File: src/sv/color_blob_extent_tracker_defines.svh
// ----------------------------------------------------------------------------
// Color blob extent tracker - assertion macros
// Concurrent assertion wrappers, clocked on i_clk and disabled while the
// synchronous reset i_rst_n is low. Define NO_ASSERTIONS to compile them out.
// ----------------------------------------------------------------------------
`ifndef COLOR_BLOB_EXTENT_TRACKER_DEFINES_SVH
`define COLOR_BLOB_EXTENT_TRACKER_DEFINES_SVH

`ifndef NO_ASSERTIONS

// Property that must hold at every clock edge outside reset.
`define CBET_ASSERT(label, prop, msg) \
    label: assert property (@(posedge i_clk) disable iff (!i_rst_n) (prop)) else $error(msg);

// Condition at one edge implies consequence at the next edge.
`define CBET_ASSERT_NEXT(label, cond, cons, msg) \
    label: assert property (@(posedge i_clk) disable iff (!i_rst_n) (cond) |=> (cons)) \
        else $error(msg);

`else

`define CBET_ASSERT(label, prop, msg)
`define CBET_ASSERT_NEXT(label, cond, cons, msg)

`endif

`endif

File: src/sv/cbet_pkg.sv
`timescale 1ns / 1ps
// ----------------------------------------------------------------------------
// Color blob extent tracker - package
// Request and result types, register indexes, class codes and the constants
// shared by the tracker.
// ----------------------------------------------------------------------------
package cbet_pkg;

    localparam int LEVEL_W  = 8;
    localparam int ROW_W    = 10;
    localparam int COL_W    = 10;
    localparam int RADIUS_W = 14;
    localparam int CFG_IDX_W = 3;

    // Frame bounds; pixels at or beyond these are ignored by the tracking
    localparam int MAX_ROWS = 1024;
    localparam int MAX_COLS = 1024;
    localparam int BOUND_W  = 13;

    // span * scale fits in PROD_W bits; floor(x / 10) = (x * DIV10_MULT) >> DIV10_SHIFT
    // holds for every x below 2**18
    localparam int PROD_W      = ROW_W + LEVEL_W;
    localparam int DIV10_SHIFT = 21;
    localparam logic [PROD_W-1:0] DIV10_MULT = 18'd209716;
    localparam int QUOT_W      = 2 * PROD_W - DIV10_SHIFT;
    localparam logic [QUOT_W-1:0] RADIUS_MAX = 15'd16383;

    localparam int NUM_CLASSES = 3;

    // Register reset values
    localparam logic [LEVEL_W-1:0] HIGH_LEVEL_RST   = 8'd100;
    localparam logic [LEVEL_W-1:0] LOW_LEVEL_RST    = 8'd50;
    localparam logic [LEVEL_W-1:0] YELLOW_BLUE_RST  = 8'd20;
    localparam logic [LEVEL_W-1:0] RED_SCALE_RST    = 8'd50;
    localparam logic [LEVEL_W-1:0] GREEN_SCALE_RST  = 8'd30;
    localparam logic [LEVEL_W-1:0] YELLOW_SCALE_RST = 8'd12;

    typedef enum logic [CFG_IDX_W-1:0] {
        REG_HIGH_LEVEL   = 3'd0,
        REG_LOW_LEVEL    = 3'd1,
        REG_YELLOW_BLUE  = 3'd2,
        REG_RED_SCALE    = 3'd3,
        REG_GREEN_SCALE  = 3'd4,
        REG_YELLOW_SCALE = 3'd5
    } t_cfg_reg;

    typedef enum logic [1:0] {
        CLS_RED    = 2'd0,
        CLS_GREEN  = 2'd1,
        CLS_YELLOW = 2'd2
    } t_color_class;

    typedef struct packed {
        logic [LEVEL_W-1:0] blue_level;
        logic [LEVEL_W-1:0] green_level;
        logic [LEVEL_W-1:0] red_level;
        logic [ROW_W-1:0]   pixel_row;
        logic [COL_W-1:0]   pixel_col;
        logic               frame_end;
    } t_pixel;

    typedef struct packed {
        logic [1:0]          color_class;
        logic                class_found;
        logic [ROW_W-1:0]    center_row;
        logic [COL_W-1:0]    center_col;
        logic [RADIUS_W-1:0] radius;
        logic                final_result;
    } t_result;

    // Per-class tracking record
    typedef struct packed {
        logic             found;
        logic [ROW_W-1:0] first_row;
        logic [COL_W-1:0] first_col;
        logic [ROW_W-1:0] last_row;
    } t_track;

    // First result stage: geometry done, radius still in tenths
    typedef struct packed {
        t_color_class     cls;
        logic             found;
        logic [ROW_W-1:0] center_row;
        logic [COL_W-1:0] center_col;
        logic [PROD_W-1:0] prod;
    } t_stage;

endpackage

File: src/sv/color_blob_extent_tracker.sv
`timescale 1ns / 1ps
// ----------------------------------------------------------------------------
// Color blob extent tracker
// Classes raster-order pixels as red, green or yellow, tracks the first hit
// and last row of each class, and reports center and radius at frame end.
// ----------------------------------------------------------------------------
// The block takes one pixel per clock. A pixel is registered, then classed
// and folded into the per-class tracking registers in the following cycle.
// The pixel marked frame_end copies the updated tracking into a result
// buffer and clears the tracking, so the next frame starts at once. The
// three results (red, green, yellow) leave the buffer one per cycle, unless
// the output stalls, through two result stages (multiply by scale, then
// divide by ten by reciprocal multiply), each ending in a register. Input
// stalls only when a frame_end pixel arrives while the buffer still holds
// results of the previous frame, which happens with frames shorter than
// three pixels or with a stalled output.
`include "color_blob_extent_tracker_defines.svh"

module color_blob_extent_tracker
    import cbet_pkg::*;
(
    input  logic                 i_clk,
    input  logic                 i_rst_n,
    input  logic                 i_cfg_we,
    input  logic [CFG_IDX_W-1:0] i_cfg_idx,
    input  logic [LEVEL_W-1:0]   i_cfg_data,
    input  logic                 i_in_valid,
    input  t_pixel               i_in_data,
    output logic                 o_in_stall,
    output logic                 o_out_valid,
    output t_result              o_out_data,
    input  logic                 i_out_stall
);

    // Configuration registers
    logic [LEVEL_W-1:0] r_high_level;
    logic [LEVEL_W-1:0] r_low_level;
    logic [LEVEL_W-1:0] r_yellow_blue;
    logic [LEVEL_W-1:0] r_red_scale;
    logic [LEVEL_W-1:0] r_green_scale;
    logic [LEVEL_W-1:0] r_yellow_scale;

    // Pixel stage
    logic   r_px_v;
    t_pixel r_px;
    logic   a_go;
    logic   buf_free;
    logic   in_frame;
    logic   hit [NUM_CLASSES];

    // Tracking and result buffer
    t_track r_trk [NUM_CLASSES];
    t_track n_trk [NUM_CLASSES];
    t_track r_buf [NUM_CLASSES];
    logic   r_buf_v;
    logic   n_buf_v;
    t_color_class r_cls;
    t_color_class n_cls;

    // Result pipeline
    logic   adv;
    t_track sel_trk;
    logic [LEVEL_W-1:0] sel_scale;
    logic [ROW_W:0]     row_sum;
    logic [ROW_W-1:0]   crow;
    logic [ROW_W-1:0]   span;
    t_stage  r_e1;
    t_stage  n_e1;
    logic    r_e1_v;
    logic [2*PROD_W-1:0] quot_full;
    logic [QUOT_W-1:0]   quot;
    t_result r_out;
    t_result n_out;
    logic    r_out_v;

    // ------------------------------------------------------------------
    // Configuration
    // ------------------------------------------------------------------
    always_ff @(posedge i_clk) begin
        if (!i_rst_n) begin
            r_high_level   <= HIGH_LEVEL_RST;
            r_low_level    <= LOW_LEVEL_RST;
            r_yellow_blue  <= YELLOW_BLUE_RST;
            r_red_scale    <= RED_SCALE_RST;
            r_green_scale  <= GREEN_SCALE_RST;
            r_yellow_scale <= YELLOW_SCALE_RST;
        end else if (i_cfg_we) begin
            unique case (i_cfg_idx)
                REG_HIGH_LEVEL:   r_high_level   <= i_cfg_data;
                REG_LOW_LEVEL:    r_low_level    <= i_cfg_data;
                REG_YELLOW_BLUE:  r_yellow_blue  <= i_cfg_data;
                REG_RED_SCALE:    r_red_scale    <= i_cfg_data;
                REG_GREEN_SCALE:  r_green_scale  <= i_cfg_data;
                REG_YELLOW_SCALE: r_yellow_scale <= i_cfg_data;
                default: ;
            endcase
        end
    end

    // ------------------------------------------------------------------
    // Handshake and pipeline control
    // ------------------------------------------------------------------
    assign adv      = !r_out_v || !i_out_stall;
    assign buf_free = !r_buf_v || (adv && (r_cls == CLS_YELLOW));
    assign a_go     = r_px_v && (!r_px.frame_end || buf_free);
    assign o_in_stall = r_px_v && !a_go;

    always_ff @(posedge i_clk) begin
        if (!i_rst_n) begin
            r_px_v <= 1'b0;
        end else if (i_in_valid && !o_in_stall) begin
            r_px_v <= 1'b1;
        end else if (a_go) begin
            r_px_v <= 1'b0;
        end
    end

    always_ff @(posedge i_clk) begin
        if (i_in_valid && !o_in_stall) begin
            r_px <= i_in_data;
        end
    end

    // ------------------------------------------------------------------
    // Classification and tracking update
    // ------------------------------------------------------------------
    assign in_frame = (BOUND_W'(r_px.pixel_row) < BOUND_W'(MAX_ROWS))
                   && (BOUND_W'(r_px.pixel_col) < BOUND_W'(MAX_COLS));

    always_comb begin
        hit[CLS_RED]    = (r_px.red_level >= r_high_level)
                       && (r_px.blue_level < r_low_level)
                       && (r_px.green_level < r_low_level);
        hit[CLS_GREEN]  = !hit[CLS_RED]
                       && (r_px.green_level >= r_high_level)
                       && (r_px.blue_level < r_low_level)
                       && (r_px.red_level < r_low_level);
        hit[CLS_YELLOW] = !hit[CLS_RED] && !hit[CLS_GREEN]
                       && (r_px.blue_level < r_yellow_blue)
                       && (r_px.green_level >= r_high_level)
                       && (r_px.red_level >= r_high_level);
    end

    always_comb begin
        for (int c = 0; c < NUM_CLASSES; c++) begin
            n_trk[c] = r_trk[c];
            if (in_frame && hit[c]) begin
                if (!r_trk[c].found) begin
                    n_trk[c].found     = 1'b1;
                    n_trk[c].first_row = r_px.pixel_row;
                    n_trk[c].first_col = r_px.pixel_col;
                    n_trk[c].last_row  = r_px.pixel_row;
                end else if (r_px.pixel_row > r_trk[c].first_row) begin
                    n_trk[c].last_row  = r_px.pixel_row;
                end
            end
        end
    end

    always_ff @(posedge i_clk) begin
        if (!i_rst_n) begin
            for (int c = 0; c < NUM_CLASSES; c++) begin
                r_trk[c] <= '0;
            end
        end else if (a_go) begin
            for (int c = 0; c < NUM_CLASSES; c++) begin
                r_trk[c] <= r_px.frame_end ? '0 : n_trk[c];
            end
        end
    end

    // Snapshot the updated tracking on the frame's last pixel
    always_ff @(posedge i_clk) begin
        if (a_go && r_px.frame_end) begin
            for (int c = 0; c < NUM_CLASSES; c++) begin
                r_buf[c] <= n_trk[c];
            end
        end
    end

    // ------------------------------------------------------------------
    // Result sequencing: red, green, yellow
    // ------------------------------------------------------------------
    always_comb begin
        n_cls   = r_cls;
        n_buf_v = r_buf_v;
        if (adv && r_buf_v) begin
            unique case (r_cls)
                CLS_RED:    n_cls = CLS_GREEN;
                CLS_GREEN:  n_cls = CLS_YELLOW;
                CLS_YELLOW: begin
                    n_cls   = CLS_RED;
                    n_buf_v = 1'b0;
                end
                default: begin
                    n_cls   = CLS_RED;
                    n_buf_v = 1'b0;
                end
            endcase
        end
        if (a_go && r_px.frame_end) begin
            n_buf_v = 1'b1;
        end
    end

    always_ff @(posedge i_clk) begin
        if (!i_rst_n) begin
            r_cls   <= CLS_RED;
            r_buf_v <= 1'b0;
        end else begin
            r_cls   <= n_cls;
            r_buf_v <= n_buf_v;
        end
    end

    // ------------------------------------------------------------------
    // Result stage 1: center and scaled half extent
    // ------------------------------------------------------------------
    always_comb begin
        unique case (r_cls)
            CLS_RED: begin
                sel_trk   = r_buf[CLS_RED];
                sel_scale = r_red_scale;
            end
            CLS_GREEN: begin
                sel_trk   = r_buf[CLS_GREEN];
                sel_scale = r_green_scale;
            end
            CLS_YELLOW: begin
                sel_trk   = r_buf[CLS_YELLOW];
                sel_scale = r_yellow_scale;
            end
            default: begin
                sel_trk   = '0;
                sel_scale = '0;
            end
        endcase
    end

    // last_row never falls below first_row, so span cannot wrap
    assign row_sum = {1'b0, sel_trk.first_row} + {1'b0, sel_trk.last_row};
    assign crow    = row_sum[ROW_W:1];
    assign span    = sel_trk.last_row - crow;

    always_comb begin
        n_e1.cls        = r_cls;
        n_e1.found      = sel_trk.found;
        n_e1.center_row = crow;
        n_e1.center_col = sel_trk.first_col;
        n_e1.prod       = PROD_W'(span) * PROD_W'(sel_scale);
    end

    always_ff @(posedge i_clk) begin
        if (!i_rst_n) begin
            r_e1_v <= 1'b0;
        end else if (adv) begin
            r_e1_v <= r_buf_v;
        end
    end

    always_ff @(posedge i_clk) begin
        if (adv) begin
            r_e1 <= n_e1;
        end
    end

    // ------------------------------------------------------------------
    // Result stage 2: divide by ten, saturate, register the result
    // ------------------------------------------------------------------
    assign quot_full = (2*PROD_W)'(r_e1.prod) * (2*PROD_W)'(DIV10_MULT);
    assign quot      = QUOT_W'(quot_full >> DIV10_SHIFT);

    always_comb begin
        n_out.color_class  = r_e1.cls;
        n_out.class_found  = r_e1.found;
        n_out.center_row   = r_e1.center_row;
        n_out.center_col   = r_e1.center_col;
        n_out.radius       = (quot > RADIUS_MAX) ? RADIUS_MAX[RADIUS_W-1:0]
                                                 : quot[RADIUS_W-1:0];
        n_out.final_result = (r_e1.cls == CLS_YELLOW);
    end

    always_ff @(posedge i_clk) begin
        if (!i_rst_n) begin
            r_out_v <= 1'b0;
        end else if (adv) begin
            r_out_v <= r_e1_v;
        end
    end

    always_ff @(posedge i_clk) begin
        if (adv) begin
            r_out <= n_out;
        end
    end

    assign o_out_valid = r_out_v;
    assign o_out_data  = r_out;

    // ------------------------------------------------------------------
    // Assertions
    // ------------------------------------------------------------------
    `CBET_ASSERT(a_not_found_zero,
        !(r_out_v && !r_out.class_found) || (r_out.center_row == '0
            && r_out.center_col == '0 && r_out.radius == '0),
        "class not found but result fields nonzero")
    `CBET_ASSERT(a_radius_bound,
        !r_out_v || (r_out.radius <= 14'd13056),
        "radius beyond half extent times largest scale")
    `CBET_ASSERT(a_stall_cause,
        !o_in_stall || (r_px_v && r_px.frame_end && r_buf_v),
        "input stalled without a pending frame end")
    `CBET_ASSERT_NEXT(a_frame_clears,
        a_go && r_px.frame_end,
        !r_trk[CLS_RED].found && !r_trk[CLS_GREEN].found && !r_trk[CLS_YELLOW].found,
        "tracking not cleared after frame end")
    `CBET_ASSERT(a_seq_idle,
        r_buf_v || (r_cls == CLS_RED),
        "result sequence left mid-frame with empty buffer")

endmodule
File: config.mk
export PLATFORM = sky130hd
export DESIGN_NAME = color_blob_extent_tracker
export DESIGN_NICKNAME = d
export VERILOG_FILES = /design/src/sv/cbet_pkg.sv /design/src/sv/color_blob_extent_tracker.sv
export VERILOG_INCLUDE_DIRS = /design/src /design/src/sv
export SDC_FILE = /design/constraint.sdc
export NUM_CORES = 1
export LEC_CHECK = 0
export ABC_AREA = 1
export BUFFER_PORTS_ARGS = -buffer_cell sky130_fd_sc_hd__buf_4
export CORE_MARGIN = 2
export CORE_UTILIZATION = 40
export CTS_BUF_LIST = sky130_fd_sc_hd__clkbuf_16
export DETAILED_ROUTE_END_ITERATION = 10
export PLACE_DENSITY = 0.67
export SLEW_MARGIN = 20
export SYNTH_ARGS = -nofsm -noshare
export SYNTH_HDL_FRONTEND = slang
export SYNTH_SLANG_ARGS = --single-unit
File: constraint.sdc
create_clock -name i_clk -period 13.45 [get_ports i_clk]
set_input_delay 4.035 -clock i_clk [delete_from_list [all_inputs] [get_ports i_clk]]
set_output_delay 4.035 -clock i_clk [all_outputs]
set_load 0.005 [all_outputs]
== Word level (Yosys, flattened, before mapping) ==
Memories as Yosys holds them, arrays and structs flattened.
Index checks and enable logic that the tools add are counted.

* Order comparisons: 10
* $mul: 2
* Reductions and logical operators: 38
* Bitwise operators: 3
* Mux-type cells: 32
* Add/subtract/negate cells: 2
* Equality and inequality tests: 9

{| class="wikitable"
|+ Operators with widths
! operator !! count
|-
| $mux W31 || 9
|-
| $pmux W31 S3 || 1
|-
| $mux W10 || 6
|-
| $mux W20 || 3
|-
| $mul A18 B16 Y34 const B || 1
|-
| $lt A8 B8 Y1 || 4
|-
| $gt A10 B10 Y1 || 3
|-
| $pmux W8 S3 || 1
|-
| $mul A10 B8 Y18 || 1
|-
| $ge A8 B8 Y1 || 2
|-
| $gt A15 B14 Y1 const B || 1
|-
| $logic_and A1 B1 Y1 || 15
|-
| $reduce_and A2 Y1 || 7
|-
| $add A10 B10 Y11 || 1
|-
| $mux W1 || 11
|-
| $sub A10 B10 Y10 || 1
|-
| $logic_not A1 Y1 || 8
|-
| $eq A3 B2 Y1 const B || 2
|-
| $eq A3 B3 Y1 const B || 2
|-
| $eq A2 B2 Y1 const B || 2
|-
| $pmux W2 S2 || 1
|-
| $reduce_bool A2 Y1 || 2
|-
| $eq A3 B1 Y1 const B || 1
|-
| $logic_not A3 Y1 || 1
|-
| 6 further kinds || 10
|}

* Register bits after elaboration: 178
* RAM bits: 186
* Input bits: 61
* Output and inout port bits: 40
* Memories: 2
* Word-level logic and storage cells: 126

{| class="wikitable"
|+ Memories
! name !! depth !! width !! rd ports !! clocked after memory_dff !! write ports !! line !! RTL
|-
| r_buf || 3 || 31 || 3 || 0 || 3 || color_blob_extent_tracker.sv:54 || <nowiki>t_track r_buf [NUM_CLASSES];</nowiki>
|-
| r_trk || 3 || 31 || 3 || 0 || 3 || color_blob_extent_tracker.sv:52 || <nowiki>t_track r_trk [NUM_CLASSES];</nowiki>
|}

== Longest topological paths before layout ==
Gate-level depths: netlist of the first run.

* Depth after elaboration: 15
* Gate-level depth with buffers: 42
* Gate-level depth less buffers: 40

== Least setup slack after synthesis of the first run ==
OpenSTA, ideal clock, no wires.

* Path kind: input -> register
* Start: input port i_out_stall
* End: memory r_buf[0][0] (netlist name) (enable)
* Data required time: 12.903 ns
* Slack: 2.828 ns
* Arrival time: 10.075 ns
* Path buffers: 0
* Setup time: 0.547 ns
* Cell stages on the path: 5
* Cell sequence: nand2_1 -> nand2_1 -> nand3_1 -> nand2_1 -> nor2_1

{| class="wikitable"
|+ RTL lines
! item !! line !! RTL
|-
| from (decl) || color_blob_extent_tracker.sv:32 || <nowiki>input logic i_out_stall</nowiki>
|-
| to (decl) || color_blob_extent_tracker.sv:54 ||
|}

== Worst setup path in the final report of the first run ==
* Start: input port i_out_stall
* End: output port o_in_stall

* Longest elaborated chain between the ends: 8

{| class="wikitable"
|+ Ends and longest elaborated chain
! item !! line !! RTL
|-
| $logic_not A1 Y1 || color_blob_extent_tracker.sv:103 || <nowiki>assign adv = !r_out_v || !i_out_stall;</nowiki>
|-
| $logic_or A1 B1 Y1 || color_blob_extent_tracker.sv:103 ||
|-
| $logic_and A1 B1 Y1 || color_blob_extent_tracker.sv:104 || <nowiki>assign buf_free = !r_buf_v || (adv && (r_cls == CLS_YELLOW));</nowiki>
|-
| $logic_or A1 B1 Y1 || color_blob_extent_tracker.sv:104 ||
|-
| $logic_or A1 B1 Y1 || color_blob_extent_tracker.sv:105 || <nowiki>assign a_go = r_px_v && (!r_px.frame_end || buf_free);</nowiki>
|-
| $logic_and A1 B1 Y1 || color_blob_extent_tracker.sv:105 ||
|-
| $logic_not A1 Y1 || color_blob_extent_tracker.sv:106 || <nowiki>assign o_in_stall = r_px_v && !a_go;</nowiki>
|-
| $logic_and A1 B1 Y1 || color_blob_extent_tracker.sv:106 ||
|-
| to (decl) || color_blob_extent_tracker.sv:29 || <nowiki>output logic o_in_stall,</nowiki>
|}

Every way passes these cells.

==> results_dict.tcl, run 1 <==
set metrics [dict create \
    status "complete, no violations" \
    wl_per_cell_um 15.39 \
    grt_pass1_vias 18460 \
    drc_errors 0 \
    synth.distinct_cells 46 \
    setup_violations 0 \
    gp_congestion 0.9067 \
    cpMaxStageDelayCell "nand2_4" \
    area_growth_pct 11.84 \
    die_area_mm2 0.06625 \
    clk_pin_slew_ns 0.06 \
    row_count 92 \
    coreArea_mm2 0.06331 \
    cts_root_buffer "clkbuf_16" \
    setup.worst_path.start "i_out_stall" \
    die_x_um 257.4 \
    crit_end "o_in_stall" \
    cp-start-kind "input port" \
    setup_tns_ns 0 \
    ys_seq_area_frac 0.4045 \
    r2r_slack_ns 5.37 \
    tightest_slew_ns 1.066 \
    drive_gt1_frac 0.08455 \
    synth_cells 2818 \
    hpwlAfterDp_um 43720 \
    r2r_start "r_cls[1]$_SDFFE_PN0P_" \
    postCtsSetupBuffers 0 \
    cts_resized 0 \
    synth.avg_cell_area_um2 9.114 \
    clock_latency_ns 0.58 \
    nNetsFinal 3384 \
    cap_violations 0 \
    drtIter0Drc 1263 \
    start_util 0.4057 \
    critPathMaxStageDelay_ns 0.16 \
    finClkSkew_ns 0.02334 \
    critPathArrivalTime_ns 4.76 \
    die_h_um 257.4 \
    grt_max_degree 74 \
    final_cell_mix "nand2_1, inv_1, edfxtp_1, ha_1, a21oi_1" \
    crit_chain "buf_4, nand2_4, nand2_1, nand4_1, inv_1, buf_4" \
    critPathRequiredTime_ns 9.41 \
    postRouteAntennaNets 0 \
    cts_buffers 43 \
    syn_area_mm2 0.02568 \
    antenna_found_initial 2 \
    synthFlopType "edfxtp_1" \
    slew_violations 0 \
    regToRegEndpoint "r_e1[16]$_DFFE_PN_" \
    critPathKind "input port to primary output" \
    detail_route.first_pass.iterations 5 \
    clk_path_buf_depth 3 \
    ys_async_sr_fraction 0 \
    vias 18760 \
    yosysWarnings 0 \
    synth_edf_count 310 \
    rsz0062_at_grt "false" \
    reg2reg_depth 32 \
    antenna_cells 0 \
    finalCriticalPeriod_ns 8.791 \
    ioPinCount 101 \
    layout_commonest_cell "nand2_1" \
    io_buffer_count 100 \
    worst_slew_margin_rel 0.2894 \
    cts.sinks 364 \
    filler_cell_count 6114 \
    viasPerCell 4.948 \
    post-route-period-util 0.6536 \
    wirelength_um 58360 \
    hold_viol 0 \
    path_max_fanout 14 \
    min_path_type "flip-flop to flip-flop" \
    crit_top_cell "buf_4" \
    end_kind "primary output" \
    synth_seq_cells 364 \
    tritoncts "done" \
    fmaxAchievable_mhz 113.8 \
    track_usage 0.1786 \
    setup_ws_ns 4.659 \
    overflow 0 \
    hold_buffers 0 \
    synth_nets 3292 \
    grt_pass1_wl_um 95800 \
    dp_slack_ns 4.648 \
    ctsHtreeMaxLevel 2 \
]
==> registers in the layout, summed over array words and instances, names as in the netlist, 18 cells and up <==
| name | flops |
|---|---|
| n_out | 23 |
| r_px | 45 |
| r_buf | 93 |
| r_trk | 93 |
| o_out_data | 38 |
| r_e1 | 18 |
==> cell families (layout without fill, tap and decap cells) <==
family | after synthesis | count (layout) | share of synthesized area
simple gates | 1079 | 1079 | 0.1727
buf+inv | 549 | 676 | 0.08379
fa+ha+maj | 413 | 413 | 0.2436
compound gates | 381 | 381 | 0.08447
flops | 364 | 364 | 0.4045
xor+xnor | 32 | 32 | 0.01091
==> layout make-up <==
type / instances / area [um2] / share of cell area
tap: 846 / 1059 / 0.03685
clock buffer: 43 / 1076 / 0.03746
sequential: 364 / 10390 / 0.3617
multi-input combinational: 1905 / 13180 / 0.4589
timing repair buffer: 113 / 848.3 / 0.02953
inverter: 483 / 1813 / 0.06312
clock inverter: 37 / 356.6 / 0.01241
==> cell usage after synthesis, drive strengths merged (13+ instances only) <==
cell type	instances	area [um2]
o21ai	108	581.8
nand3	141	710.7
fa	145	2903
edfxtp	310	9309
nor2	167	674.4
a21oi	207	1070
nor3	13	65.06
o211ai	16	130.1
a21o	16	120.1
clkbuf	37	138.9
dfxtp	54	1081
ha	268	3353
o21bai	14	112.6
nand2	732	2820
inv	481	1805
nand4	13	81.33
buf	29	200.2
xor2	23	201.4
==> critical path, delay by kind of cell <==
kind	cells	cell delay (ns)
buffers and inverters	3	0.32
AND/OR/NAND/NOR	3	0.40
==> worst min path at each step <==
stage	start	end	slack (ns)	cells after the start
after floorplan	n_out[15]$_DFFE_PN_	o_out_data[15]$_DFFE_PN_	0.40	0
after global placement	n_out[35]$_DFFE_PN_	o_out_data[35]$_DFFE_PN_	0.40	0
after detailed placement	n_out[24]$_DFFE_PN_	o_out_data[24]$_DFFE_PN_	0.41	0
after CTS	n_out[34]$_DFFE_PN_	o_out_data[34]$_DFFE_PN_	0.42	0
after global routing	n_out[30]$_DFFE_PN_	o_out_data[30]$_DFFE_PN_	0.43	0
final	n_out[30]$_DFFE_PN_	o_out_data[30]$_DFFE_PN_	0.42	0
==> metrics by stage <==
| stage | area [um2] | hold slack, ns | utilization | cells |
|---|---|---|---|---|
| finish | 28730 | 0.4194 | 0.4537 | 3791 |
| global route | 28730 | 0.4283 | 0.4537 | 3791 |
| CTS | 28730 | 0.4224 | 0.4537 | 3791 |
| detailed placement | 27290 | 0.4071 | 0.4311 | 3711 |
| global placement | 27290 | 0.4011 | 0.4311 | 3711 |
| floorplan | 25680 | 0.4003 | - | 2818 |
==> layer usage <==
metal | global-route usage | up-vias | share of wire
met1 | 0.2416 | 8892 | 0.45
met3 | 0.03093 | 84 | 0.054
li1 | - | 9362 | -
met2 | 0.2972 | 419 | 0.47
met5 | 0 | - | 0
met4 | 0.04496 | 0 | 0.020
Power of run 1 is left out: the tool's default activity adds up to more than one toggle a clock period on the data nets, which glitch-free logic cannot reach.
==> run 2: changes to the inputs <==
--- a/config.mk
+++ b/config.mk
@@ -12,7 +12,7 @@
 export CORE_UTILIZATION = 40
 export CTS_BUF_LIST = sky130_fd_sc_hd__clkbuf_16
 export DETAILED_ROUTE_END_ITERATION = 10
-export PLACE_DENSITY = 0.67
+export PLACE_DENSITY = 0.69
 export SLEW_MARGIN = 20
 export SYNTH_ARGS = -nofsm -noshare
 export SYNTH_HDL_FRONTEND = slang
==> constraint.sdc (replaced) <==
create_clock -name i_clk -period 7.5 [get_ports i_clk]
set_input_delay 2.25 -clock i_clk [delete_from_list [all_inputs] [get_ports i_clk]]
set_output_delay 2.25 -clock i_clk [all_outputs]
set_load 0.005 [all_outputs]
==> run 2 against run 1 <==
Compared with the run above:
- cell count is 0.24% higher
- count of clock-buffer cells in the layout is 4 higher
- wire length is 3.3% higher
- sequential share of layout area is 0.37 points lower
- critical path type is now flip-flop to flip-flop
- highest routed layer unchanged
==> results_dict.tcl, run 2 (synthesized netlist as in run 1, its figures left out) <==
set metrics [dict create \
    finalCriticalPeriod_ns 7.064 \
    critPathRequiredTime_ns 7.82 \
    viasPerCell 4.990 \
    cap_violations 0 \
    path_max_fanout 10 \
    setup_ws_ns 0.4360 \
    reg2reg_depth 35 \
    slew_violations 0 \
    rsz0062_at_grt "false" \
    seqCellArea_mm2 0.01040 \
    worst_slew_margin_rel 0.2306 \
    critPathArrivalTime_ns 7.38 \
    setup.worst_path.start "r_cls[1]$_SDFFE_PN0P_" \
    post-route-period-util 0.9419 \
    hpwlAfterDp_um 45050 \
    filler_cell_count 6010 \
    tightest_slew_ns 1.154 \
    io_buffer_count 100 \
    ctsHtreeMaxLevel 2 \
    wirelength_um 60280 \
    die_area_mm2 0.06625 \
    die_h_um 257.4 \
    antenna_found_initial 2 \
    hold_viol 0 \
    cts_root_buffer "clkbuf_16" \
    final_cell_mix "nand2_1, inv_1, edfxtp_1, ha_1, a21oi_1" \
    layout_commonest_cell "nand2_1" \
    cp-start-kind "flip-flop" \
    overflow 0 \
    ioPinCount 101 \
    setup_tns_ns 0 \
    detail_route.first_pass.iterations 5 \
    start_util 0.4057 \
    regToRegEndpoint "r_e1[12]$_DFFE_PN_" \
    row_count 92 \
    min_path_type "flip-flop to flip-flop" \
    multi_input_area_mm2 0.01327 \
    drtIter0Drc 1276 \
    setup_violations 0 \
    critPathKind "flip-flop to flip-flop" \
    drive_gt1_frac 0.09851 \
    crit_end "r_e1[12]$_DFFE_PN_" \
    cts.sinks 364 \
    area_growth_pct 13.07 \
    gp_congestion 0.9040 \
    clk_pin_slew_ns 0.06 \
    finClkSkew_ns 0.03641 \
    grt_max_degree 89 \
    crit_top_cell "inv_1" \
    cts_buffers 43 \
    grt_pass1_vias 18870 \
    coreArea_mm2 0.06331 \
    clock_latency_ns 0.60 \
    vias 18960 \
    r2r_start "r_cls[1]$_SDFFE_PN0P_" \
    biggestRegsByFlops "r_buf x93, r_trk x93, r_px x45" \
    fmaxAchievable_mhz 141.6 \
    clk_path_buf_depth 3 \
    finalCoreUtilization 0.4587 \
    critPathMaxStageDelay_ns 0.53 \
    die_x_um 257.4 \
    status "complete, no violations" \
    nNetsFinal 3395 \
    dp_slack_ns 0.1506 \
    r2r_slack_ns 0.44 \
    antenna_cells 0 \
    cpMaxStageDelayCell "fa_1" \
    drc_errors 0 \
    grt_pass1_wl_um 98110 \
    tritoncts "done" \
    postRouteAntennaNets 0 \
    hold-worst-slack_ns 0.4178 \
    track_usage 0.1838 \
    end_kind "flip-flop" \
    wl_per_cell_um 15.86 \
]
[run 2: cell count changes in the layout (fill, tap and decap cells not counted), sizes merged]
cell / delta
buf: +11
inv: -9
clkbuf: +4
clkinv: +2
clkinvlp: +1
[run 2: metrics by stage]
step                      area, um2  std cells
final                         29040       3800
after global routing          29040       3800
after CTS                     28910       3799
after detailed placement      27370       3721
after global placement        27360       3721
after floorplan               25690       2818
[run 2: timing repair]
item                                    in CTS  in global routing
hold buffers                                 0                  0
endpoints found under the setup margin       0                 10
resized for setup                            0                 33
setup buffers                                0                  1
[run 2: how the worst min path moves through the flow]
stage,start,depth (start not counted),endpoint
after global routing,n_out[24]$_DFFE_PN_,0,o_out_data[24]$_DFFE_PN_
after CTS,n_out[15]$_DFFE_PN_,0,o_out_data[15]$_DFFE_PN_
after global placement,n_out[32]$_DFFE_PN_,0,o_out_data[32]$_DFFE_PN_
after detailed placement,n_out[24]$_DFFE_PN_,0,o_out_data[24]$_DFFE_PN_
after floorplan,n_out[15]$_DFFE_PN_,0,o_out_data[15]$_DFFE_PN_
final,n_out[33]$_DFFE_PN_,0,o_out_data[33]$_DFFE_PN_
[run 2: critical path, delay by kind of cell, from the launching register on]
family | cells | cell delay [ns]
buf+inv | 8 | 0.61
simple gates | 10 | 1.13
xor+xnor | 2 | 0.32
fa+ha+maj | 7 | 2.93
flops | 1 | 0.37
compound gates | 8 | 1.43
[run 2: area by class of cell]
class / count / share of cell area
multi-input combinational: 1905 / 0.4569
sequential: 364 / 0.3580
inverter: 483 / 0.06252
clock buffer: 47 / 0.04050
tap: 846 / 0.03645
timing repair buffer: 124 / 0.03287
clock inverter: 31 / 0.01275
[run 2: layer usage]
metal / vias up / share of wire / track usage
met4: 0 / 0.022 / 0.04817
met1: 8988 / 0.43 / 0.2403
li1: 9382 / - / -
met3: 83 / 0.063 / 0.03448
met5: - / 0 / 0
met2: 510 / 0.48 / 0.3128
Power of run 2 is left out for the same reason.
==> run 3: changes to the inputs <==
--- a/config.mk
+++ b/config.mk
@@ -8,9 +8,11 @@
 export LEC_CHECK = 0
 export ABC_AREA = 1
 export BUFFER_PORTS_ARGS = -buffer_cell sky130_fd_sc_hd__buf_4
+export CORE_ASPECT_RATIO = 0.7
 export CORE_MARGIN = 2
 export CORE_UTILIZATION = 40
 export CTS_BUF_LIST = sky130_fd_sc_hd__clkbuf_16
+export CTS_CLUSTER_DIAMETER = 80
 export DETAILED_ROUTE_END_ITERATION = 10
 export PLACE_DENSITY = 0.69
 export SLEW_MARGIN = 20
==> run 3 against run 2 <==
Compared with the run above:
- register-to-register slack got worse by 0.02 ns
- cell count fell by 0.53%
- global-route usage fell by 0.22 points
- critical path type unchanged
==> results_dict.tcl, run 3 (synthesized netlist as in run 1, its figures left out) <==
set metrics [dict create \
    status "complete, no violations" \
    overflow 0 \
    cts_root_buffer "clkbuf_16" \
    coreArea_mm2 0.06330 \
    finalCoreUtilization 0.4533 \
    dp_slack_ns 0.06369 \
    track_usage 0.1816 \
    critical_path_buf_inv_count 8 \
    cap_violations 0 \
    start_util 0.4058 \
    drc_errors 0 \
    setup.worst_path.start "r_cls[1]$_SDFFE_PN0P_" \
    cts.sinks 364 \
    layout_commonest_cell "nand2_1" \
    drive_gt1_frac 0.09488 \
    clk_path_buf_depth 3 \
    critPathMaxStageDelay_ns 0.53 \
    tritoncts "done" \
    path_depth 34 \
    dp_cells 3704 \
    post-route-period-util 0.9441 \
    drtIter0Drc 1545 \
    cpMaxStageDelayCell "fa_1" \
    finalCriticalPeriod_ns 7.080 \
    tightest_slew_ns 1.051 \
    min_from "n_out[29]$_DFFE_PN_" \
    clock_latency_ns 0.57 \
    detail_route.first_pass.iterations 6 \
    finClkSkew_ns 0.03156 \
    fmaxAchievable_mhz 141.2 \
    biggestRegsByFlops "r_buf x93, r_trk x93, r_px x45" \
    end_kind "flip-flop" \
    path_max_fanout 13 \
    wl_per_cell_um 15.75 \
    die_x_um 306.9 \
    hold_buffers 0 \
    postRouteAntennaNets 0 \
    r2r_start "r_cls[1]$_SDFFE_PN0P_" \
    ioPinCount 101 \
    setup_violations 0 \
    vias 18690 \
    gp_congestion 0.9279 \
    die_h_um 216.0 \
    worst_slew_margin_rel 0.2991 \
    stdcell_count 3780 \
    setup_ws_ns 0.4196 \
    cp-start-kind "flip-flop" \
    critical-path-top-delay-family "adder cells" \
    final_cell_mix "nand2_1, inv_1, edfxtp_1, ha_1, a21oi_1" \
    critPathRequiredTime_ns 7.81 \
    antenna_found_initial 0 \
    viasPerCell 4.944 \
    antenna_cells 0 \
    grt_max_degree 83 \
    critPathArrivalTime_ns 7.39 \
    critPathKind "flip-flop to flip-flop" \
    reg2reg_depth 34 \
    row_count 77 \
    die_area_mm2 0.06629 \
    min_path_cells 0 \
    ctsHtreeMaxLevel 2 \
    slew_violations 0 \
    grt_pass1_wl_um 96290 \
    cts_buffers 39 \
    io_buffer_count 100 \
    setup_tns_ns 0 \
    grt_pass1_vias 17990 \
    hold_viol 0 \
    min_path_type "flip-flop to flip-flop" \
    wirelength_um 59550 \
    area_growth_pct 11.70 \
    hpwlAfterDp_um 45660 \
    nNetsFinal 3396 \
    filler_cell_count 6027 \
    clk_pin_slew_ns 0.06 \
]
==> run 3: cell types whose count changed in the layout (fill, tap and decap cells not counted), moves of 2 or more <==
cell / previous run / this run
buf_4: 121 / 126
a21oi_2: 15 / 17
a21oi_1: 192 / 190
clkinv_2: 11 / 7
inv_1: 477 / 484
ha_1: 262 / 264
inv_2: 5 / 7
clkinv_16: 2 / 0
clkbuf_16: 47 / 39
inv_6: 1 / 3
ha_2: 4 / 2
bufinv_16: 6 / 1
==> run 3: worst paths after layout <==
kind	to	slack (ns)
worst max-delay path	r_e1[12]$_DFFE_PN_	0.42
worst min register to register	o_out_data[29]$_DFFE_PN_	0.40
worst max register to register	r_e1[12]$_DFFE_PN_	0.42
worst min-delay path	o_out_data[29]$_DFFE_PN_	0.40
==> run 3: layout make-up <==
| type | instances | area (um2) | share of cell area |
|---|---|---|---|
| flip-flops and latches | 364 | 10400 | 0.3624 |
| clock buffers | 39 | 975.9 | 0.03402 |
| multi-input cells | 1905 | 13270 | 0.4624 |
| clock inverters | 31 | 212.7 | 0.007414 |
| well taps | 829 | 1037 | 0.03615 |
| repair buffers | 129 | 987.2 | 0.03441 |
| inverters | 483 | 1814 | 0.06324 |
==> run 3: what timing repair did <==
action                     CTS  global route
gates resized for setup      0            31
setup buffers                0             6
setup endpoints to repair    0            10
==> run 3: metrics by stage <==
stage / hold slack [ns] / area [um2]
floorplan: 0.4003 / 25690
global placement: 0.4010 / 27340
detailed placement: 0.4045 / 27340
CTS: 0.3909 / 28530
global route: 0.4247 / 28690
finish: 0.4041 / 28690
==> run 3: routing by layer <==
layer | vias to the layer above | GRT usage | part of all wire
li1 | 9379 | - | -
met1 | 8758 | 0.2709 | 0.49
met2 | 473 | 0.2784 | 0.43
met3 | 80 | 0.02475 | 0.056
met4 | 0 | 0.04346 | 0.020
met5 | - | 0 | 0
==> run 3: worst register-to-register path, delay by kind of cell, from the launching register on <==
family                   cells  cell delay [ns]
adder cells (fa/ha/maj)      7             3.10
AO/OA/AOI/OAI                7             1.21
AND/OR/NAND/NOR             10             1.19
buffers and inverters        8             0.69
flip-flops                   1             0.37
XOR/XNOR                     2             0.31
Power of run 3 is left out for the same reason.
